**config.mk**
```make
export PLATFORM = sky130hd
export DESIGN_NAME = luhn_card_number_classifier_flat
export DESIGN_NICKNAME = d
export VERILOG_FILES = /design/src/rtl/lcc_pkg.sv /design/src/rtl/lcc_in_if.sv /design/src/rtl/lcc_out_if.sv /design/src/rtl/lcc_cell.sv /design/src/rtl/lcc_acc.sv /design/src/rtl/luhn_card_number_classifier.sv /design/src/flat_wrapper.sv
export SDC_FILE = /design/constraint.sdc
export NUM_CORES = 1
export LEC_CHECK = 0
export ABC_AREA = 1
export BUFFER_PORTS_ARGS = -buffer_cell sky130_fd_sc_hd__buf_4
export CAP_MARGIN = 25
export CORE_ASPECT_RATIO = 1.25
export CORE_UTILIZATION = 50
export DETAILED_ROUTE_END_ITERATION = 16
export PLACE_DENSITY = 0.69
export SLEW_MARGIN = 30
export SYNTH_ARGS = -nofsm -noshare
export SYNTH_HDL_FRONTEND = slang
export SYNTH_SLANG_ARGS = --single-unit
```
**constraint.sdc**
```tcl
create_clock -name clk -period 3.9 [get_ports clk]
set_input_delay 0 -clock clk [delete_from_list [all_inputs] [get_ports clk]]
set_output_delay 0 -clock clk [all_outputs]
set_load 0.05 [all_outputs]
```
**src/rtl/lcc_pkg.sv**
```systemverilog
// Shared constants, codes and control types of the Luhn card number classifier.
package lcc_pkg;

  localparam int CARD_W     = 63;
  localparam int MAX_DIGITS = 19;
  localparam int COUNT_W    = 5;
  localparam int KIND_W     = 2;
  localparam int DIGIT_W    = 4;
  localparam int STEP_W     = $clog2(CARD_W);
  localparam int IDX_W      = $clog2(MAX_DIGITS);

  typedef enum logic [KIND_W-1:0] {
    KIND_INVALID    = 2'd0,
    KIND_AMEX       = 2'd1,
    KIND_MASTERCARD = 2'd2,
    KIND_VISA       = 2'd3
  } kind_t;

  typedef enum logic [1:0] {
    ST_IDLE,
    ST_CONV,
    ST_WALK,
    ST_FIN
  } state_t;

  typedef struct packed {
    logic clear;
    logic convert;
    logic walk;
  } cell_ctrl_t;

  typedef struct packed {
    logic clear;
    logic step;
  } acc_ctrl_t;

  typedef struct packed {
    kind_t              kind;
    logic               ok;
    logic [COUNT_W-1:0] count;
  } verdict_t;

endpackage

```
**src/rtl/lcc_in_if.sv**
```systemverilog
// Input channel carrying one binary card number per item.
interface lcc_in_if;
  logic                       valid;
  logic                       ready;
  logic [lcc_pkg::CARD_W-1:0] card_number;

  modport source(output valid, output card_number, input ready);
  modport sink(input valid, input card_number, output ready);
endinterface

```
**src/rtl/lcc_out_if.sv**
```systemverilog
// Output channel carrying one classification verdict per item.
interface lcc_out_if;
  logic                        valid;
  logic                        ready;
  logic [lcc_pkg::KIND_W-1:0]  card_kind;
  logic                        luhn_ok;
  logic [lcc_pkg::COUNT_W-1:0] digit_count;

  modport source(output valid, output card_kind, output luhn_ok, output digit_count,
                 input ready);
  modport sink(input valid, input card_kind, input luhn_ok, input digit_count,
               output ready);
endinterface

```
**src/rtl/lcc_cell.sv**
```systemverilog
// One decimal digit cell: shift-and-add-3 conversion step, then shifts its digit down.
module lcc_cell (
  input  logic                        clk,
  input  lcc_pkg::cell_ctrl_t         ctrl,
  input  logic                        carry_in,
  input  logic [lcc_pkg::DIGIT_W-1:0] upper,
  output logic                        carry_out,
  output logic [lcc_pkg::DIGIT_W-1:0] digit
);
  import lcc_pkg::*;

  logic [DIGIT_W-1:0] corr;

  // A digit of five or more would overflow when doubled, so it is moved ahead by three.
  assign corr      = (digit >= DIGIT_W'(5)) ? digit + DIGIT_W'(3) : digit;
  assign carry_out = corr[DIGIT_W-1];

  always_ff @(posedge clk) begin
    if (ctrl.clear) begin
      digit <= '0;
    end else if (ctrl.convert) begin
      digit <= {corr[DIGIT_W-2:0], carry_in};
    end else if (ctrl.walk) begin
      digit <= upper;
    end
  end
endmodule

```
**src/rtl/lcc_acc.sv**
```systemverilog
// Digit accumulator: Luhn sum modulo ten, digit count, leading pair and the verdict.
module lcc_acc (
  input  logic                        clk,
  input  lcc_pkg::acc_ctrl_t          ctrl,
  input  logic [lcc_pkg::DIGIT_W-1:0] digit,
  input  logic [lcc_pkg::IDX_W-1:0]   idx,
  output lcc_pkg::verdict_t           verdict
);
  import lcc_pkg::*;

  logic [DIGIT_W-1:0] sum_mod;
  logic [COUNT_W-1:0] count;
  logic [DIGIT_W-1:0] top;
  logic [DIGIT_W-1:0] second;
  logic [DIGIT_W-1:0] prev;

  logic [DIGIT_W:0]   dbl;
  logic [DIGIT_W:0]   dval;
  logic [DIGIT_W:0]   sum_tmp;
  logic [DIGIT_W-1:0] sum_mod_next;

  always_comb begin
    dbl = {digit, 1'b0};
    if (idx[0]) begin
      dval = (dbl >= (DIGIT_W+1)'(10)) ? dbl - (DIGIT_W+1)'(9) : dbl;
    end else begin
      dval = {1'b0, digit};
    end
    sum_tmp = {1'b0, sum_mod} + dval;
    if (sum_tmp >= (DIGIT_W+1)'(10)) begin
      sum_mod_next = DIGIT_W'(sum_tmp - (DIGIT_W+1)'(10));
    end else begin
      sum_mod_next = sum_tmp[DIGIT_W-1:0];
    end
  end

  always_ff @(posedge clk) begin
    if (ctrl.clear) begin
      sum_mod <= '0;
      count   <= '0;
      top     <= '0;
      second  <= '0;
      prev    <= '0;
    end else if (ctrl.step) begin
      sum_mod <= sum_mod_next;
      prev    <= digit;
      // The highest nonzero digit seen so far fixes the length and the leading pair.
      if (digit != '0) begin
        count  <= COUNT_W'(idx) + COUNT_W'(1);
        top    <= digit;
        second <= prev;
      end
    end
  end

  always_comb begin
    verdict.ok    = (sum_mod == '0);
    verdict.count = count;
    verdict.kind  = KIND_INVALID;
    if (verdict.ok) begin
      if (count == COUNT_W'(15)) begin
        if (top == DIGIT_W'(3) && (second == DIGIT_W'(4) || second == DIGIT_W'(7))) begin
          verdict.kind = KIND_AMEX;
        end
      end else if (count == COUNT_W'(16)) begin
        if (top == DIGIT_W'(5) && second >= DIGIT_W'(1) && second <= DIGIT_W'(5)) begin
          verdict.kind = KIND_MASTERCARD;
        end else if (top == DIGIT_W'(4)) begin
          verdict.kind = KIND_VISA;
        end
      end else if (count == COUNT_W'(13)) begin
        if (top == DIGIT_W'(4)) begin
          verdict.kind = KIND_VISA;
        end
      end
    end
  end
endmodule

```
**src/rtl/luhn_card_number_classifier.sv**
```systemverilog
// Top level of the Luhn card number classifier: sequencer, digit cell row and verdict register.
// Each item runs through conversion (bit-serial binary to decimal, most significant bit
// first), the serial digit walk and a finish state that loads the output register when it
// is free, then returns to idle. Items are taken only in idle, one at a time.
// A new item is taken while the previous result still waits in the output register.
// Reset (synchronous, active high) returns the sequencer to idle and empties the output.
module luhn_card_number_classifier (
  input logic clk,
  input logic rst,
  lcc_in_if.sink    card,
  lcc_out_if.source verdict
);
  import lcc_pkg::*;

  state_t              state;
  state_t              state_next;
  logic [STEP_W-1:0]   step;
  logic [CARD_W-1:0]   bin;
  cell_ctrl_t          cell_ctrl;
  acc_ctrl_t           acc_ctrl;
  logic                accept;
  logic                load_result;
  verdict_t            acc_verdict;

  logic [DIGIT_W-1:0]  digits [MAX_DIGITS];
  logic                carries [MAX_DIGITS-1];

  assign accept = card.valid && card.ready;

  always_comb begin
    state_next = state;
    case (state)
      ST_IDLE: if (card.valid) state_next = ST_CONV;
      ST_CONV: if (step == STEP_W'(CARD_W-1)) state_next = ST_WALK;
      ST_WALK: if (step == STEP_W'(MAX_DIGITS-1)) state_next = ST_FIN;
      ST_FIN:  if (!verdict.valid || verdict.ready) state_next = ST_IDLE;
      default: state_next = ST_IDLE;
    endcase
  end

  always_comb begin
    card.ready        = 1'b0;
    cell_ctrl         = '0;
    acc_ctrl          = '0;
    load_result       = 1'b0;
    case (state)
      ST_IDLE: begin
        card.ready      = 1'b1;
        cell_ctrl.clear = card.valid;
        acc_ctrl.clear  = card.valid;
      end
      ST_CONV: cell_ctrl.convert = 1'b1;
      ST_WALK: begin
        cell_ctrl.walk = 1'b1;
        acc_ctrl.step  = 1'b1;
      end
      ST_FIN:  load_result = !verdict.valid || verdict.ready;
      default: card.ready = 1'b0;
    endcase
  end

  always_ff @(posedge clk) begin
    if (rst) begin
      state <= ST_IDLE;
      step  <= '0;
    end else begin
      state <= state_next;
      if (state_next != state) begin
        step <= '0;
      end else begin
        step <= step + STEP_W'(1);
      end
    end
  end

  // The binary word feeds the cell row one bit a cycle, most significant bit first.
  always_ff @(posedge clk) begin
    if (accept) begin
      bin <= card.card_number;
    end else if (cell_ctrl.convert) begin
      bin <= {bin[CARD_W-2:0], 1'b0};
    end
  end

  for (genvar i = 0; i < MAX_DIGITS; i++) begin : g_cell
    logic                carry_in;
    logic [DIGIT_W-1:0]  upper;

    if (i == 0) begin : g_first
      assign carry_in = bin[CARD_W-1];
    end else begin : g_rest
      assign carry_in = carries[i-1];
    end

    if (i == MAX_DIGITS - 1) begin : g_top
      assign upper = '0;
      lcc_cell u_cell (
        .clk       (clk),
        .ctrl      (cell_ctrl),
        .carry_in  (carry_in),
        .upper     (upper),
        .carry_out (),
        .digit     (digits[i])
      );
    end else begin : g_mid
      assign upper = digits[i+1];
      lcc_cell u_cell (
        .clk       (clk),
        .ctrl      (cell_ctrl),
        .carry_in  (carry_in),
        .upper     (upper),
        .carry_out (carries[i]),
        .digit     (digits[i])
      );
    end
  end

  lcc_acc u_acc (
    .clk     (clk),
    .ctrl    (acc_ctrl),
    .digit   (digits[0]),
    .idx     (step[IDX_W-1:0]),
    .verdict (acc_verdict)
  );

  always_ff @(posedge clk) begin
    if (rst) begin
      verdict.valid <= 1'b0;
    end else if (load_result) begin
      verdict.valid <= 1'b1;
    end else if (verdict.ready) begin
      verdict.valid <= 1'b0;
    end
  end

  always_ff @(posedge clk) begin
    if (load_result) begin
      verdict.card_kind   <= acc_verdict.kind;
      verdict.luhn_ok     <= acc_verdict.ok;
      verdict.digit_count <= acc_verdict.count;
    end
  end
endmodule
```
**src/flat_wrapper.sv**
```systemverilog
// flat-port wrapper written by rule: the top's interface ports become plain ports
module luhn_card_number_classifier_flat import lcc_pkg::*;
  (clk, rst, card_valid, card_card_number, card_ready, verdict_valid, verdict_card_kind, verdict_luhn_ok, verdict_digit_count, verdict_ready);
  lcc_in_if card_i ();
  lcc_out_if verdict_i ();
  input logic clk;
  input logic rst;
  input wire logic [$bits(card_i.valid)-1:0] card_valid;
  input wire logic [$bits(card_i.card_number)-1:0] card_card_number;
  output wire logic [$bits(card_i.ready)-1:0] card_ready;
  output wire logic [$bits(verdict_i.valid)-1:0] verdict_valid;
  output wire logic [$bits(verdict_i.card_kind)-1:0] verdict_card_kind;
  output wire logic [$bits(verdict_i.luhn_ok)-1:0] verdict_luhn_ok;
  output wire logic [$bits(verdict_i.digit_count)-1:0] verdict_digit_count;
  input wire logic [$bits(verdict_i.ready)-1:0] verdict_ready;
  assign card_i.valid = card_valid;
  assign card_i.card_number = card_card_number;
  assign card_ready = card_i.ready;
  assign verdict_valid = verdict_i.valid;
  assign verdict_card_kind = verdict_i.card_kind;
  assign verdict_luhn_ok = verdict_i.luhn_ok;
  assign verdict_digit_count = verdict_i.digit_count;
  assign verdict_i.ready = verdict_ready;
  luhn_card_number_classifier u_core (.clk(clk), .rst(rst), .card(card_i), .verdict(verdict_i));
endmodule
```
---- Word level (Yosys, flattened, before mapping) ----
Index checks and enable logic that the tools add are counted.
word-level totals
  bits in registers ....................... 177
  input bits .............................. 67
  output and inout port bits .............. 10
  logic and storage cells ................. 187
cells by class
  add/subtract/negate cells ............... 24
  magnitude comparators ................... 23
  equal/unequal tests ..................... 14
  mux-type cells .......................... 80
  reductions and logical operators ........ 15
operator list
  kind                                                                               number
  4-bit two-way mux                                                                  57
  63-bit two-way mux                                                                 2
  4-bit by 3-bit >= comparator with 1-bit output (second input constant)             19
  4-bit by 2-bit adder with 4-bit output (second input constant)                     18
  2-bit two-way mux                                                                  9
  4-bit by 3-bit == test with 1-bit output (second input constant)                   4
  5-bit by 4-bit == test with 1-bit output (second input constant)                   2
  5-bit by 4-bit >= comparator with 1-bit output (second input constant)             2
  5-bit two-way mux                                                                  2
  1-bit two-way mux                                                                  8
  2-bit case mux with 4 select lines                                                 1
  6-bit by 1-bit adder with 6-bit output (second input constant)                     1
  6-bit by 5-bit == test with 1-bit output (second input constant)                   1
  6-bit == test (second input constant)                                              1
  2-bit nonzero test                                                                 3
  4-bit by 5-bit adder with 5-bit output                                             1
  5-bit by 1-bit adder with 5-bit output (second input constant)                     1
  5-bit == test (second input constant)                                              1
  5-bit by 4-bit subtractor with 5-bit output (second input constant)                1
  2-bit == test (second input constant)                                              2
  4-bit by 2-bit == test with 1-bit output (second input constant)                   1
  4-bit by 1-bit >= comparator with 1-bit output (second input constant)             1
  4-bit by 3-bit less-or-equal comparator with 1-bit output (second input constant)  1
  1-bit logical AND                                                                  4
  other kinds (12)                                                                   13

---- Depth between registers and ports, before layout ----
Gate-level depths: netlist of run 1.
  depth in word-level cells ............... 6
  mapped depth ............................ 20
  gate-level depth less buffers ........... 20

---- Hierarchy ----
A second synthesis of run 1 with hierarchy kept.
second synthesis, totals
  cells, all modules ...................... 1358
  area total of the unflattened synthesis .. 10380.0 um^2
by module, submodules not included
  module                       times used  cells an instance  area an instance (um^2)  seq. area each (um^2)
  lcc_cell                     19          44                 294.0                    80.1
  luhn_card_number_classifier  1           338                3435.8                   2312.2
  lcc_acc                      1           184                1357.6                   420.4

---- Least setup slack after synthesis of run 1 ----
No wires, ideal clock.
  path type ............................... reg-to-reg
  start point ............................. register u_core.state[0]
  end point ............................... register u_core.bin[0] (enable)
  setup time .............................. 422 ps
  data arrival time ....................... 2828 ps
  required time ........................... 3478 ps
  setup slack ............................. 650 ps
  cell stages (with the launch flop) ...... 6
  buffers on the path ..................... 1
  period minus slack after synthesis ...... 3250 ps
  path through ............................ dfxtp_1 > inv_1 > ha_1 > nand2_2 > clkbuf_1 > nand2_1
on the way
  word-level cells in the longest chain between the ends .. 4
  elaborated cells on any way between the ends .. 6
  those cells by class .................... eq/ne (1); mux (2); reduce/logical (3)
RTL lines
  what                          RTL line                           RTL
  start, declared               luhn_card_number_classifier.sv:15  state_t state;
  start signal, assigned        luhn_card_number_classifier.sv:67  state <= state_next;
  2-bit logical NOT             luhn_card_number_classifier.sv:46  case (state)
  1-bit two-way mux             luhn_card_number_classifier.sv:46
  named net card_ready          flat_wrapper.sv:10                 output wire logic [$bits(card_i.ready)-1:0] card_ready;
  1-bit logical AND             luhn_card_number_classifier.sv:28  assign accept = card.valid && card.ready;
  2-bit nonzero test (no line)  n/a
  end signal, assigned          luhn_card_number_classifier.sv:79  bin <= card.card_number;
  end signal, assigned          luhn_card_number_classifier.sv:81  bin <= {bin[CARD_W-2:0], 1'b0};
  end, declared                 luhn_card_number_classifier.sv:18  logic [CARD_W-1:0] bin;
The timed path passes the listed nets, and every way through them passes these cells.
A chain may end at the register's enable or synchronous reset.

---- Final worst setup path of run 1 ----
  start point ............................. register u_core.g_cell[0].g_mid.u_cell.digit[0] (netlist bit)
  end point ............................... register u_core.u_acc.sum_mod[2]
on the way
  word-level cells in the longest chain between the ends .. 6
  elaborated cells on any way between the ends .. 8
  those cells by class .................... add/sub (3); order compare (2); mux (3)
RTL lines
  what                                                                                                                  RTL line                      RTL
  start, declared                                                                                                       lcc_cell.sv:8                 output logic [lcc_pkg::DIGIT_W-1:0] digit
  start signal, assigned                                                                                                lcc_cell.sv:22                digit <= {corr[DIGIT_W-2:0], carry_in};
  start signal, assigned                                                                                                lcc_cell.sv:24                digit <= upper;
  5-bit by 4-bit subtractor with 5-bit output / 5-bit by 4-bit >= comparator with 1-bit output (equally long branches)  lcc_acc.sv:25                 dval = (dbl >= (DIGIT_W+1)'(10)) ? dbl - (DIGIT_W+1)'(9) : dbl;
  5-bit two-way mux                                                                                                     lcc_acc.sv:25
  5-bit two-way mux (*)                                                                                                 lcc_acc.sv:24                 if (idx[0]) begin
  4-bit by 5-bit adder with 5-bit output (*)                                                                            lcc_acc.sv:29                 sum_tmp = {1'b0, sum_mod} + dval;
  4-bit subtractor / 5-bit by 4-bit >= comparator with 1-bit output (equally long branches)                             lcc_acc.sv:31, lcc_acc.sv:30
  4-bit two-way mux (*)                                                                                                 lcc_acc.sv:30                 if (sum_tmp >= (DIGIT_W+1)'(10)) begin
  end signal, assigned                                                                                                  lcc_acc.sv:45                 sum_mod <= sum_mod_next;
  end, declared                                                                                                         lcc_acc.sv:11                 logic [DIGIT_W-1:0] sum_mod;
Mark *: on every way between the ends. The rest lies on a longest branch, timed or not.

==> results of run 1 <==
## worst min-delay path, cell delays in order
cell and delay [ps]:
sky130_fd_sc_hd__buf_4 80, sky130_fd_sc_hd__nor2_1 50, sky130_fd_sc_hd__nand2_1 70, sky130_fd_sc_hd__nand2_1 50
sky130_fd_sc_hd__nand2_1 70, sky130_fd_sc_hd__nand2_1 70, sky130_fd_sc_hd__nand2_1 60, sky130_fd_sc_hd__nor2_1 30
## flip-flops by register name, summed over array words and instances, names as in the netlist
name / cells
u_core.verdict.card_kind: 2
u_core.verdict.valid: 1
u_core.g_cell.g_top.u_cell.digit: 4
u_core.u_acc.second: 4
u_core.verdict.luhn_ok: 1
u_core.step: 6
u_core.u_acc.count: 5
u_core.bin: 63
u_core.u_acc.prev: 4
u_core.u_acc.top: 4
u_core.state: 2
u_core.g_cell.g_mid.u_cell.digit: 72
u_core.u_acc.sum_mod: 4
u_core.verdict.digit_count: 5
## where the power goes
group          internal, µW  switching (µW)  total [µW]
Combinational          1490            2670        4160
Sequential             2890             475        3370
Clock                   926             824        1750
Total                  5310            3970        9280
## per-stage QoR
stage                     power [µW]  cells  hold WS [ps]  setup WS, ps  util (%)
after CTS                       9330   1506          71.9           688      62.1
after global placement          7410   1408           199           810      55.2
after floorplan                 6580   1154          71.6           650         -
after global routing           10100   1506           165           396      62.1
final                           9280   1506          91.4           709      62.1
after detailed placement        7480   1408           204           734      55.2
## placed cells by master, fill, tap and decap left out, drive strengths merged, types with 2 or more instances in the layout
cell type,Yosys,final
clkinvlp,0,2
nand3b,2,2
dlygate4sd3,0,66
and2,2,2
nand3,51,51
xor2,32,32
a211oi,2,2
inv,113,123
nor2,48,48
a221oi,53,53
buf,30,85
or2,9,9
o211ai,9,9
clkinv,0,2
edfxtp,71,71
o21ai,97,97
nand2,287,287
dfxtp,106,106
nor3,3,3
ha,49,49
clkbuf,29,17
a21oi,152,152
## final cells by class
class                   count  share of cell area (%)
clock buffers              17                    3.75
clock inverters            15                    1.57
well taps                 228                    2.52
repair buffers            151                    11.7
flip-flops and latches    177                    37.5
inverters                 113                    3.78
multi-input cells         805                    39.2
## cells by family after synthesis
| logic type | Yosys count | synth area share, % |
|---|---|---|
| buffers and inverters | 172 | 7.50 |
| AND/OR/NAND/NOR | 405 | 17.9 |
| AO/OA/AOI/OAI | 317 | 19.5 |
| XOR/XNOR | 33 | 3.08 |
| flip-flops | 177 | 45.3 |
| adder cells (fa/ha/maj) | 50 | 6.74 |
## routing by layer
metal / up-vias / global-route usage (%)
met2: 168 / 39.2
li1: 4156 / -
met3: 32 / 4.13
met5: - / 0
met4: 0 / 7.86
met1: 3822 / 26.8
## worst max-delay path by stage
stage / to / cells after the start
final: u_core.u_acc.sum_mod[2]$_SDFFE_PP0P_ / 19
after detailed placement: u_core.u_acc.sum_mod[1]$_SDFFE_PP0P_ / 19
after floorplan: u_core.bin[0]$_SDFFCE_PN0P_ / 5
after global placement: u_core.u_acc.sum_mod[1]$_SDFFE_PP0P_ / 19
after global routing: u_core.u_acc.sum_mod[1]$_SDFFE_PP0P_ / 19
after CTS: u_core.u_acc.sum_mod[2]$_SDFFE_PP0P_ / 19
==> impl_results.md, run 1 <==
- Total CTS buffers: 17
- Area post-placement: slightly above 10000 µm²
- DIE WIDTH: between 100 and 150 µm
- Die area: a little under 20000 µm²
- DR vias: ~8000
- CTS tree: built
- Critical path required time: ~4200 ps
- Slew Viols, Final: 0
- Transition time at the pin with the least slew margin: 799 ps
- Wire length of the first global-routing pass: roughly 35000 µm
- Max-capacitance violation count: 0
- Maximum fanout along the worst path: 5
- Worst hold path class: in -> reg
- Routability congestion estimate: about 0.79
- Wire length after detailed routing: between 20000 and 25000 µm
- N_diodes: 0
- Number of filler cells placed in the layout: approximately 1500
- Placement Rows: 55
- Period minus WS final: roughly 3200 ps
- Total Neg Setup Slack: 0 ps
- CTS Root Buffer Type: sky130_fd_sc_hd__clkbuf_16
- Clk sink count: 177
- Commonest register cell after synthesis: sky130_fd_sc_hd__dfxtp_1
- Syn Nets: 1271
- Clock-pin slew on the worst setup and hold paths: around 70 ps
- Multi-input logic area: roughly 4400 µm²
- Final Hold Viols: 0
- Number of enable flip-flop cells after synthesis: 71
- Area growth from synthesis to layout: 20.7%
- Number of antenna-violating nets in the routed design: 0
- Number of cells on the worst hold path: 8
- Fraction of synthesis flops using an asynchronous set or reset pin: 0%
- Starting DRC count in detailed routing: roughly 610
- Synth top area cells: sky130_fd_sc_hd__edfxtp_1, sky130_fd_sc_hd__dfxtp_1, sky130_fd_sc_hd__nand2_1
- Worst setup slack for register-to-register paths: roughly 710 ps
- Number of input and output port buffers inserted: 76
- Reg-to-Reg Start: u_core.g_cell[0].g_mid.u_cell.digit[0]$_SDFFE_PP0P_
- Boundary pin count: 77
- Final routed wire length divided by cell count: around 14 µm
- Mean cell area of the mapped netlist: 8.14 µm²
- Initial antenna violation count: 0
- Element type at the critical path end: flip-flop
- H-Tree Depth: 4
- Post-detailed-route via-to-cell ratio: ~5.4
- Uppermost routed layer: met4
- Buffers inserted by post-CTS timing repair: 0
- Timing startpoint of the critical path: u_core.g_cell[0].g_mid.u_cell.digit[0]$_SDFFE_PP0P_
- Post-Layout Inst Area: 11300 µm²
- Endpoint of the lowest-slack register-to-register path: u_core.u_acc.sum_mod[2]$_SDFFE_PP0P_
- Core outline area: between 15000 and 20000 µm²
- Routed met3 length: 761 µm
- Setup crit start kind: flip-flop
- Count of nets after finishing: 1382
- Maximum VDD drop: 0.417 mV
- Combined area of all synthesized cells: around 9400 µm²
- CTS Buffer Depth: 2
- Remaining global-route overflow: 0
- Synth Instances: 1154
- Worst Path Arrival: between 3000 and 4000 ps
- Buffers and inverters on the worst path: 3
- Final setup viols: 0
- Routed length on met1: slightly above 9000 µm
- Overall die height: roughly 160 µm
- Final worst-path cycle share: between 80% and 90%
- Hold Crit Endpoint: u_core.state[0]$_SDFF_PP0_
- Most used standard cells in the synthesized netlist: sky130_fd_sc_hd__nand2_1, sky130_fd_sc_hd__a21oi_1, sky130_fd_sc_hd__inv_1, sky130_fd_sc_hd__dfxtp_1, sky130_fd_sc_hd__o21ai_0
- Most used cell along the critical path: sky130_fd_sc_hd__nand2_1
- Crit path cell chain: inv_1 -> ha_1 -> inv_1 -> nand2_1 -> nand3_2 -> xor2_1 -> nand2_1 -> nand2_1 -> inv_1 -> fa_1 -> or2_2 -> and2_1 -> ha_1 -> nand2_1 -> nand3_1 -> nand3_2 -> nand2_1 -> nand3_1 -> a21oi_1
- Area leader, netlist: sky130_fd_sc_hd__edfxtp_1
- Worst reg-to-reg path cell count: 19
- Max frequency: 0.313 GHz
- Total global routing track utilization: around 22%
- Hold path start: verdict_ready
- PostCTS Resize Cnt: 0
- Initial standard-cell utilization of the core: 51.5%
- Count of unique library cells instantiated by Yosys: 38
- DRC violation count after routing: 0
- Dpl hpwl: ~13000 µm
- Flip-flop and latch count after synthesis: 177
- Clock latency of the later-clocked register in the worst-skew pair: ~440 ps
- Maximum number of pins on one net before global-route repair: 94
- Peak per-stage delay on the critical path: 420 ps
- Worst clock skew: ~11 ps
- Share of the yosys chip area belonging to registers: 45.3%
- Fraction of post-synthesis cell area in the top cell type by area: a little under a quarter
- Static leakage: 0.00471 µW
- Worst setup path category: reg -> reg
- Number of warnings printed during yosys synthesis: 0
- Fraction of layout instances using a drive strength above 1: a little over a tenth
- # hold bufs at CTS: 66
- Run status: complete, no violations
- Number of global-route vias before repair: 7858
- Met2 Routed Length: ~11000 µm
- Sequential cell area in the final layout: between 4000 and 5000 µm²
- Setup repair after global routing missed its margin: no
- Library cell with the highest instance count after synthesis: sky130_fd_sc_hd__nand2_1
- Power density over cell area: approximately 820 nW/µm²
- Slew Limit Headroom: 46.7%
- Cell type group with the largest total delay on the critical path: simple AND/OR/NAND/NOR gates
- Cell type of the slowest stage on the worst timing path: sky130_fd_sc_hd__dfxtp_1
- Detailed-router iteration count before antenna repair: 5
Note: power is estimated with default switching activity, not from simulation.
==> inputs of run 2 (changes only) <==
==> constraint.sdc (replaced) <==
create_clock -name clk -period 3.2 [get_ports clk]
set_input_delay 0 -clock clk [delete_from_list [all_inputs] [get_ports clk]]
set_output_delay 0 -clock clk [all_outputs]
set_load 0.05 [all_outputs]
==> run 2 against run 1 <==
Effect of this change:
- global-route usage is 0.27 points lower
- via count is 0.37% lower
- maximum frequency is 6.2% higher
- cell count is 0.40% higher
- core utilization is 0.45 points higher
- combinational power is 24% higher
- largest cell class unchanged
==> impl_results.md, run 2 (synthesized netlist as in run 1, its figures left out) <==
- Final worst-path cycle share: 93.9% (was 81.8%)
- Max-capacitance violation count: 0 (unchanged)
- Area growth from synthesis to layout: 21.5% (was 20.7%)
- Boundary pin count: 77 (unchanged)
- Period minus WS final: 3000 ps (was 3190 ps)
- Leading cell types in the layout, fill and taps excluded: sky130_fd_sc_hd__nand2_1, sky130_fd_sc_hd__a21oi_1, sky130_fd_sc_hd__inv_1 (unchanged)
- CTS Root Buffer Type: sky130_fd_sc_hd__clkbuf_16 (unchanged)
- Critical path depth in cells: 19 (unchanged)
- Total CTS buffers: 17 (unchanged)
- Total Neg Setup Slack: 0 ps (unchanged)
- Worst reg-to-reg path cell count: 19 (unchanged)
- Endpoint of the lowest-slack register-to-register path: u_core.u_acc.sum_mod[2]$_SDFFE_PP0P_ (unchanged)
- Core outline area: 18200 µm² (unchanged)
- Sequential share of power: 35.9% (was 36.3%)
- Final-layout worst hold slack: 303 ps (was 91.4 ps)
- Post-Layout Inst Area: 11400 µm² (was 11300 µm²)
- Hold path start: rst (was verdict_ready)
- Biggest regs: u_core.g_cell.g_mid.u_cell.digit: 72 flops, u_core.bin: 63 flops, u_core.step: 6 flops (unchanged)
- Worst setup slack for register-to-register paths: 200 ps (was 710 ps)
- Slew Viols, Final: 0 (unchanged)
- CTS Buffer Depth: 2 (unchanged)
- Critical path required time: 3480 ps (was 4210 ps)
- Cell-internal power: 6610 µW (was 5310 µW)
- DIE WIDTH: 125 µm (unchanged)
- Die area: 19300 µm² (unchanged)
- Run status: complete, no violations (unchanged)
- Most used cell along the critical path: sky130_fd_sc_hd__nand2_1 (unchanged)
- Maximum fanout along the worst path: 6 (was 5)
- Wire length of the first global-routing pass: 35200 µm (was 35500 µm)
- Starting DRC count in detailed routing: 554 (was 612)
- Element type at the critical path end: flip-flop (unchanged)
- Flip-flop count of the largest register, all copies and words added: 72 (unchanged)
- Initial standard-cell utilization of the core: 51.5% (unchanged)
- Number of antenna-violating nets in the routed design: 0 (unchanged)
- Slew Limit Headroom: 45.2% (was 46.7%)
- Worst setup endpoint: u_core.u_acc.sum_mod[2]$_SDFFE_PP0P_ (unchanged)
- Maximum number of pins on one net before global-route repair: 73 (was 94)
- Routability congestion estimate: 0.800 (was 0.794)
- N_diodes: 0 (unchanged)
- Final core utilization: 62.6% (was 62.1%)
- Buffers and inverters on the worst path: 3 (unchanged)
- DRC violation count after routing: 0 (unchanged)
- Final Hold Viols: 0 (unchanged)
- Count of nets after finishing: 1388 (was 1382)
- Wire length after detailed routing: 21000 µm (was 20900 µm)
- Area post-placement: 10100 µm² (about the same)
- Transition time at the pin with the least slew margin: 822 ps (was 799 ps)
- Post-detailed-route via-to-cell ratio: 5.39 (was 5.43)
- CTS tree: built (unchanged)
- Commonest non-fill, non-tap cell in the layout: sky130_fd_sc_hd__nand2_1 (unchanged)
- Static leakage: 0.00475 µW (was 0.00471 µW)
- Worst setup path category: reg -> reg (unchanged)
- Fraction of layout instances using a drive strength above 1: 11.6% (was 10.8%)
- Final setup viols: 0 (unchanged)
- Maximum VDD drop: 0.719 mV (was 0.417 mV)
- Initial antenna violation count: 0 (unchanged)
- Count of placed standard cells in the final layout, fillers left out: 1512 (was 1506)
- Clock latency of the later-clocked register in the worst-skew pair: 430 ps (was 440 ps)
- Detailed-router iteration count before antenna repair: 5 (unchanged)
- Peak per-stage delay on the critical path: 370 ps (was 420 ps)
- Max frequency: 0.333 GHz (was 0.313 GHz)
- Multi-input logic area: 4450 µm² (was 4440 µm²)
- Overall die height: 155 µm (unchanged)
- Number of global-route vias before repair: 7701 (was 7858)
- Buffers inserted by post-CTS timing repair: 0 (unchanged)
- Clock-pin slew on the worst setup and hold paths: 70 ps (about the same)
- Timing startpoint of the critical path: u_core.g_cell[0].g_mid.u_cell.digit[1]$_SDFFE_PP0P_ (was u_core.g_cell[0].g_mid.u_cell.digit[0]$_SDFFE_PP0P_)
- Proportion of power drawn by combinational gates: 45.2% (was 44.9%)
- H-Tree Depth: 4 (unchanged)
- Power density over cell area: 1000 nW/µm² (was 819 nW/µm²)
- Cell type of the slowest stage on the worst timing path: sky130_fd_sc_hd__fa_2 (was sky130_fd_sc_hd__dfxtp_1)
- Dpl hpwl: 13000 µm (was 12900 µm)
- Cell type group with the largest total delay on the critical path: simple AND/OR/NAND/NOR gates (unchanged)
- Largest Register: u_core.g_cell.g_mid.u_cell.digit (unchanged)
- Total global routing track utilization: 21.9% (was 22.1%)
- Worst hold path class: in -> reg (unchanged)
- Crit path cell chain: inv_2 -> ha_2 -> inv_1 -> nand2_1 -> nand3_4 -> xor2_1 -> nand2_1 -> nand2_1 -> inv_1 -> fa_2 -> or2_2 -> and2_1 -> ha_1 -> nand2_1 -> nand3_1 -> nand3_2 -> nand2_1 -> nand3_1 -> a21oi_1 (was inv_1 -> ha_1 -> inv_1 -> nand2_1 -> nand3_2 -> xor2_1 -> nand2_1 -> nand2_1 -> inv_1 -> fa_1 -> or2_2 -> and2_1 -> ha_1 -> nand2_1 -> nand3_1 -> nand3_2 -> nand2_1 -> nand3_1 -> a21oi_1)
- Reg-to-Reg Start: u_core.g_cell[0].g_mid.u_cell.digit[1]$_SDFFE_PP0P_ (was u_core.g_cell[0].g_mid.u_cell.digit[0]$_SDFFE_PP0P_)
- Remaining global-route overflow: 0 (unchanged)
- Clk sink count: 177 (unchanged)
- Setup crit start kind: flip-flop (unchanged)
- Sequential cell area in the final layout: 4260 µm² (was 4250 µm²)
- Worst Path Arrival: 3280 ps (was 3500 ps)
- Fraction of power spent switching nets: 42.2% (was 42.8%)
- Switching power summed over all nets: 4830 µW (was 3970 µW)
- Placed Cells incl. Taps: 1414 (was 1408)
- Final routed wire length divided by cell count: 13.9 µm (about the same)
- Worst clock skew: 11.8 ps (was 10.9 ps)
- Share of total power in the clock network: 18.9% (about the same)
- Number of filler cells placed in the layout: 1519 (was 1531)
- Placement Rows: 55 (unchanged)
- DR vias: 8148 (was 8178)
- Number of input and output port buffers inserted: 76 (unchanged)
[run 2: cell types whose count changed in the layout (fill, tap and decap cells not counted), sizes merged]
cell | previous run | this run
clkinv | 2 | 6
buf | 85 | 91
inv | 123 | 120
bufinv | 1 | 2
clkinvlp | 2 | 0
[run 2: tightest hold or removal path: stages]
cell,delay [ps]
sky130_fd_sc_hd__dlygate4sd3_1,530
sky130_fd_sc_hd__buf_4,120
sky130_fd_sc_hd__nor2_1,40
[run 2: repair_timing]
action                                 CTS  global route
endpoints found under the hold margin   72             0
resized for setup                        0             8
hold buffers                            66             0
setup endpoints to repair                0             2
[run 2: how the worst min path moves through the flow]
stage | to | slack (ps) | depth (start not counted)
2_1_floorplan | u_core.state[0]$_SDFF_PP0_ | 70 | 1
3_3_place_gp | u_core.state[0]$_SDFF_PP0_ | 190 | 2
3_5_place_dp | u_core.state[0]$_SDFF_PP0_ | 190 | 2
4_1_cts | u_core.state[0]$_SDFF_PP0_ | 280 | 3
5_1_grt | u_core.verdict.valid$_SDFFE_PP0P_ | 310 | 3
6_report | u_core.state[0]$_SDFF_PP0_ | 300 | 3
[run 2: final cells by class]
type | instances | share of cell area, %
clock buffers | 17 | 3.73
flip-flops and latches | 177 | 37.3
inverters | 113 | 3.75
repair buffers | 157 | 12.1
clock inverters | 15 | 1.63
multi-input cells | 805 | 39.0
well taps | 228 | 2.50
[run 2: metal layers]
metal / track usage [%] / part of all wire [%] / vias up
met5: 0 / 0 / -
met4: 6.25 / 1.3 / 0
met3: 3.92 / 3.2 / 28
met2: 39.1 / 51 / 147
met1: 26.8 / 44 / 3809
li1: - / - / 4164
[run 2: metrics by stage]
| step | setup slack, ps | power [µW] |
|---|---|---|
| after global routing | -0.914 | 12400 |
| after detailed placement | 121 | 9210 |
| after global placement | 177 | 9110 |
| final | 196 | 11400 |
| after floorplan | 314 | 8010 |
| after CTS | 92.9 | 11500 |
[run 2: power groups by stage]
stage,registers [µW],logic (µW),clock network [µW]
after floorplan,4000,4020,0
after global placement,4110,5000,0
after detailed placement,4130,5080,0
after CTS,4090,5170,2210
after global routing,4210,5900,2300
final,4110,5170,2170
==> inputs of run 3 (changes only) <==
--- a/config.mk
+++ b/config.mk
@@ -9,6 +9,7 @@
 export BUFFER_PORTS_ARGS = -buffer_cell sky130_fd_sc_hd__buf_4
 export CAP_MARGIN = 25
 export CORE_ASPECT_RATIO = 1.25
+export CORE_MARGIN = 2
 export CORE_UTILIZATION = 50
 export DETAILED_ROUTE_END_ITERATION = 16
 export PLACE_DENSITY = 0.69
==> run 3 against run 2 <==
Effect of this change:
- cell count up 0.46%
- first-iteration DRC count is 22% higher
- worst hold slack got worse by 210 ps
- sequential share of layout area decreased by 0.071 points
- critical endpoint is now u_core.u_acc.sum_mod[1]$_SDFFE_PP0P_
- critical path type unchanged
- core utilization decreased by 0.98 points
- via count is 0.44% higher
- final area rose by 0.22%
- non-clock buffer count increased by 3
- largest power group unchanged
- largest cell class unchanged
- maximum frequency grew 1.4%
==> impl_results.md, run 3 (synthesized netlist as in run 1, its figures left out) <==
- Number of input and output port buffers inserted: 76 (unchanged)
- Boundary pin count: 77 (unchanged)
- Largest Register: u_core.g_cell.g_mid.u_cell.digit (unchanged)
- Initial antenna violation count: 0 (unchanged)
- Critical path required time: 3540 ps (was 3480 ps)
- Max frequency: 0.338 GHz (was 0.333 GHz)
- Max-capacitance violation count: 0 (unchanged)
- Worst hold path class: in -> reg (unchanged)
- DRC violation count after routing: 0 (unchanged)
- Final routed wire length divided by cell count: 13.8 µm (was 13.9 µm)
- Worst clock skew: 6.83 ps (was 11.8 ps)
- Power density over cell area: 998 nW/µm² (was 1000 nW/µm²)
- Final setup viols: 0 (unchanged)
- CTS Root Buffer Type: sky130_fd_sc_hd__clkbuf_16 (unchanged)
- Number of antenna-violating nets in the routed design: 0 (unchanged)
- Starting DRC count in detailed routing: 676 (was 554)
- Area growth from synthesis to layout: 21.8% (was 21.5%)
- Leading cell types in the layout, fill and taps excluded: sky130_fd_sc_hd__nand2_1, sky130_fd_sc_hd__a21oi_1, sky130_fd_sc_hd__inv_1 (unchanged)
- Worst Path Arrival: 3300 ps (was 3280 ps)
- Detailed-router iteration count before antenna repair: 5 (unchanged)
- Commonest non-fill, non-tap cell in the layout: sky130_fd_sc_hd__nand2_1 (unchanged)
- Transition time at the pin with the least slew margin: 679 ps (was 822 ps)
- Biggest regs: u_core.g_cell.g_mid.u_cell.digit: 72 flops, u_core.bin: 63 flops, u_core.step: 6 flops (unchanged)
- Final core utilization: 61.6% (was 62.6%)
- Routability congestion estimate: 0.787 (was 0.800)
- Element type at the critical path end: flip-flop (unchanged)
- Number of filler cells placed in the layout: 1563 (was 1519)
- Placement Rows: 56 (was 55)
- Worst setup slack for register-to-register paths: 240 ps (was 200 ps)
- Final worst-path cycle share: 92.5% (was 93.9%)
- Wire length of the first global-routing pass: 35300 µm (was 35200 µm)
- Slew Viols, Final: 0 (unchanged)
- Maximum VDD drop: 0.528 mV (was 0.719 mV)
- Period minus WS final: 2960 ps (was 3000 ps)
- Wire length after detailed routing: 21000 µm (about the same)
- Maximum number of pins on one net before global-route repair: 69 (was 73)
- Worst setup path category: reg -> reg (unchanged)
- Total global routing track utilization: 21.3% (was 21.9%)
- Count of nets after finishing: 1391 (was 1388)
- Fraction of layout instances using a drive strength above 1: 12.1% (was 11.6%)
- Final Hold Viols: 0 (unchanged)
- Clk sink count: 177 (unchanged)
- Maximum fanout along the worst path: 6 (unchanged)
- Flip-flop count of the largest register, all copies and words added: 72 (unchanged)
- CTS tree: built (unchanged)
- Setup repair after global routing missed its margin: no
- DR vias: 8184 (was 8148)
- N_diodes: 0 (unchanged)
- Run status: complete, no violations (unchanged)
- Clock latency of the later-clocked register in the worst-skew pair: 430 ps (about the same)
- H-Tree Depth: 4 (unchanged)
- Remaining global-route overflow: 0 (unchanged)
- Setup crit start kind: flip-flop (unchanged)
- Initial standard-cell utilization of the core: 50.6% (was 51.5%)
- Core outline area: 18600 µm² (was 18200 µm²)
- Slew Limit Headroom: 54.7% (was 45.2%)
- Number of global-route vias before repair: 7804 (was 7701)
- Dpl hpwl: 13000 µm (about the same)
- Total Neg Setup Slack: 0 ps (unchanged)
- Static leakage: 0.00476 µW (was 0.00475 µW)
- Total CTS buffers: 17 (unchanged)
- CTS Buffer Depth: 2 (unchanged)
- DIE WIDTH: 127 µm (was 125 µm)
- Post-detailed-route via-to-cell ratio: 5.39 (about the same)
- Die area: 19900 µm² (was 19300 µm²)
- Overall die height: 157 µm (was 155 µm)
- Clock-pin slew on the worst setup and hold paths: 80 ps (was 70 ps)
-- run 3: cell count changes in the layout (fill, tap and decap cells not counted), moves of 2 or more --
cell and delta:
sky130_fd_sc_hd__buf_12 +2, sky130_fd_sc_hd__bufinv_16 -2, sky130_fd_sc_hd__clkinv_4 -3, sky130_fd_sc_hd__inv_6 +4
-- run 3: cell type report --
cell class                 instances  area [µm²]  share of cell area, %
timing repair buffer             160        1430                   12.5
clock buffer                      18         439                   3.84
sequential                       177        4260                   37.2
multi-input combinational        805        4460                   39.0
clock inverter                    14         133                   1.16
tap                              232         290                   2.54
inverter                         113         428                   3.74
-- run 3: what timing repair did --
item / 4_1_cts / 5_1_grt
hold endpoints to repair: 72 / 0
hold buffers: 66 / 0
buffers inserted: 0 / 2
resized for setup: 0 / 11
endpoints found under the setup margin: 0 / 2
-- run 3: per-layer routing --
metal / global-route usage, % / routed length, µm / vias up
met1: 26.9 / 9370 / 3811
li1: - / - / 4175
met5: 0 / 0 / -
met3: 3.64 / 766 / 27
met2: 36.9 / 10500 / 171
met4: 7.48 / 304 / 0
-- run 3: worst max-delay path, cell delays in order (launching register included) --
cell,delay [ps]
sky130_fd_sc_hd__dfxtp_2,340
sky130_fd_sc_hd__inv_2,100
sky130_fd_sc_hd__ha_2,200
sky130_fd_sc_hd__inv_1,60
sky130_fd_sc_hd__nand2_1,100
sky130_fd_sc_hd__nand3_4,110
sky130_fd_sc_hd__xor2_2,190
sky130_fd_sc_hd__nand2_1,70
sky130_fd_sc_hd__nand2_1,90
sky130_fd_sc_hd__inv_1,60
sky130_fd_sc_hd__fa_2,360
sky130_fd_sc_hd__or2_2,290
sky130_fd_sc_hd__and2_1,160
sky130_fd_sc_hd__ha_1,230
sky130_fd_sc_hd__nand2_1,70
sky130_fd_sc_hd__nand3_1,110
sky130_fd_sc_hd__nand3_2,120
sky130_fd_sc_hd__nor2_1,40
sky130_fd_sc_hd__o21ai_1,120
sky130_fd_sc_hd__inv_1,40
-- run 3: power by group --
| part | leakage [µW] | internal, µW | total [µW] | switching (µW) |
|---|---|---|---|---|
| Combinational | 0.00291 | 1950 | 5250 | 3310 |
| Sequential | 0.00157 | 3520 | 4120 | 593 |
| Clock | 0.000284 | 1060 | 2040 | 983 |
| Total | 0.00476 | 6530 | 11400 | 4880 |
-- run 3: through the flow --
| stage | cells | total power (µW) | instance area, µm² | hold WS [ps] | setup WS (ps) |
|---|---|---|---|---|---|
| floorplan | 1154 | 8010 | 9390 | 71.6 | 314 |
| global placement | 1419 | 9160 | 10200 | 192 | 172 |
| detailed placement | 1419 | 9230 | 10200 | 191 | 102 |
| CTS | 1517 | 11400 | 11400 | 91.5 | 80.9 |
| global route | 1519 | 12400 | 11400 | 214 | 17.1 |
| finish | 1519 | 11400 | 11400 | 96.5 | 239 |
-- run 3: worst paths after layout --
check | start | end | depth (start not counted)
setup / recovery | u_core.g_cell[0].g_mid.u_cell.digit[1]$_SDFFE_PP0P_ | u_core.u_acc.sum_mod[1]$_SDFFE_PP0P_ | 19
hold / removal | verdict_ready | u_core.state[0]$_SDFF_PP0_ | 8
setup reg to reg | u_core.g_cell[0].g_mid.u_cell.digit[1]$_SDFFE_PP0P_ | u_core.u_acc.sum_mod[1]$_SDFFE_PP0P_ | 19
hold reg to reg | u_core.u_acc.prev[2]$_SDFFE_PP0P_ | u_core.u_acc.prev[2]$_SDFFE_PP0P_ | 2
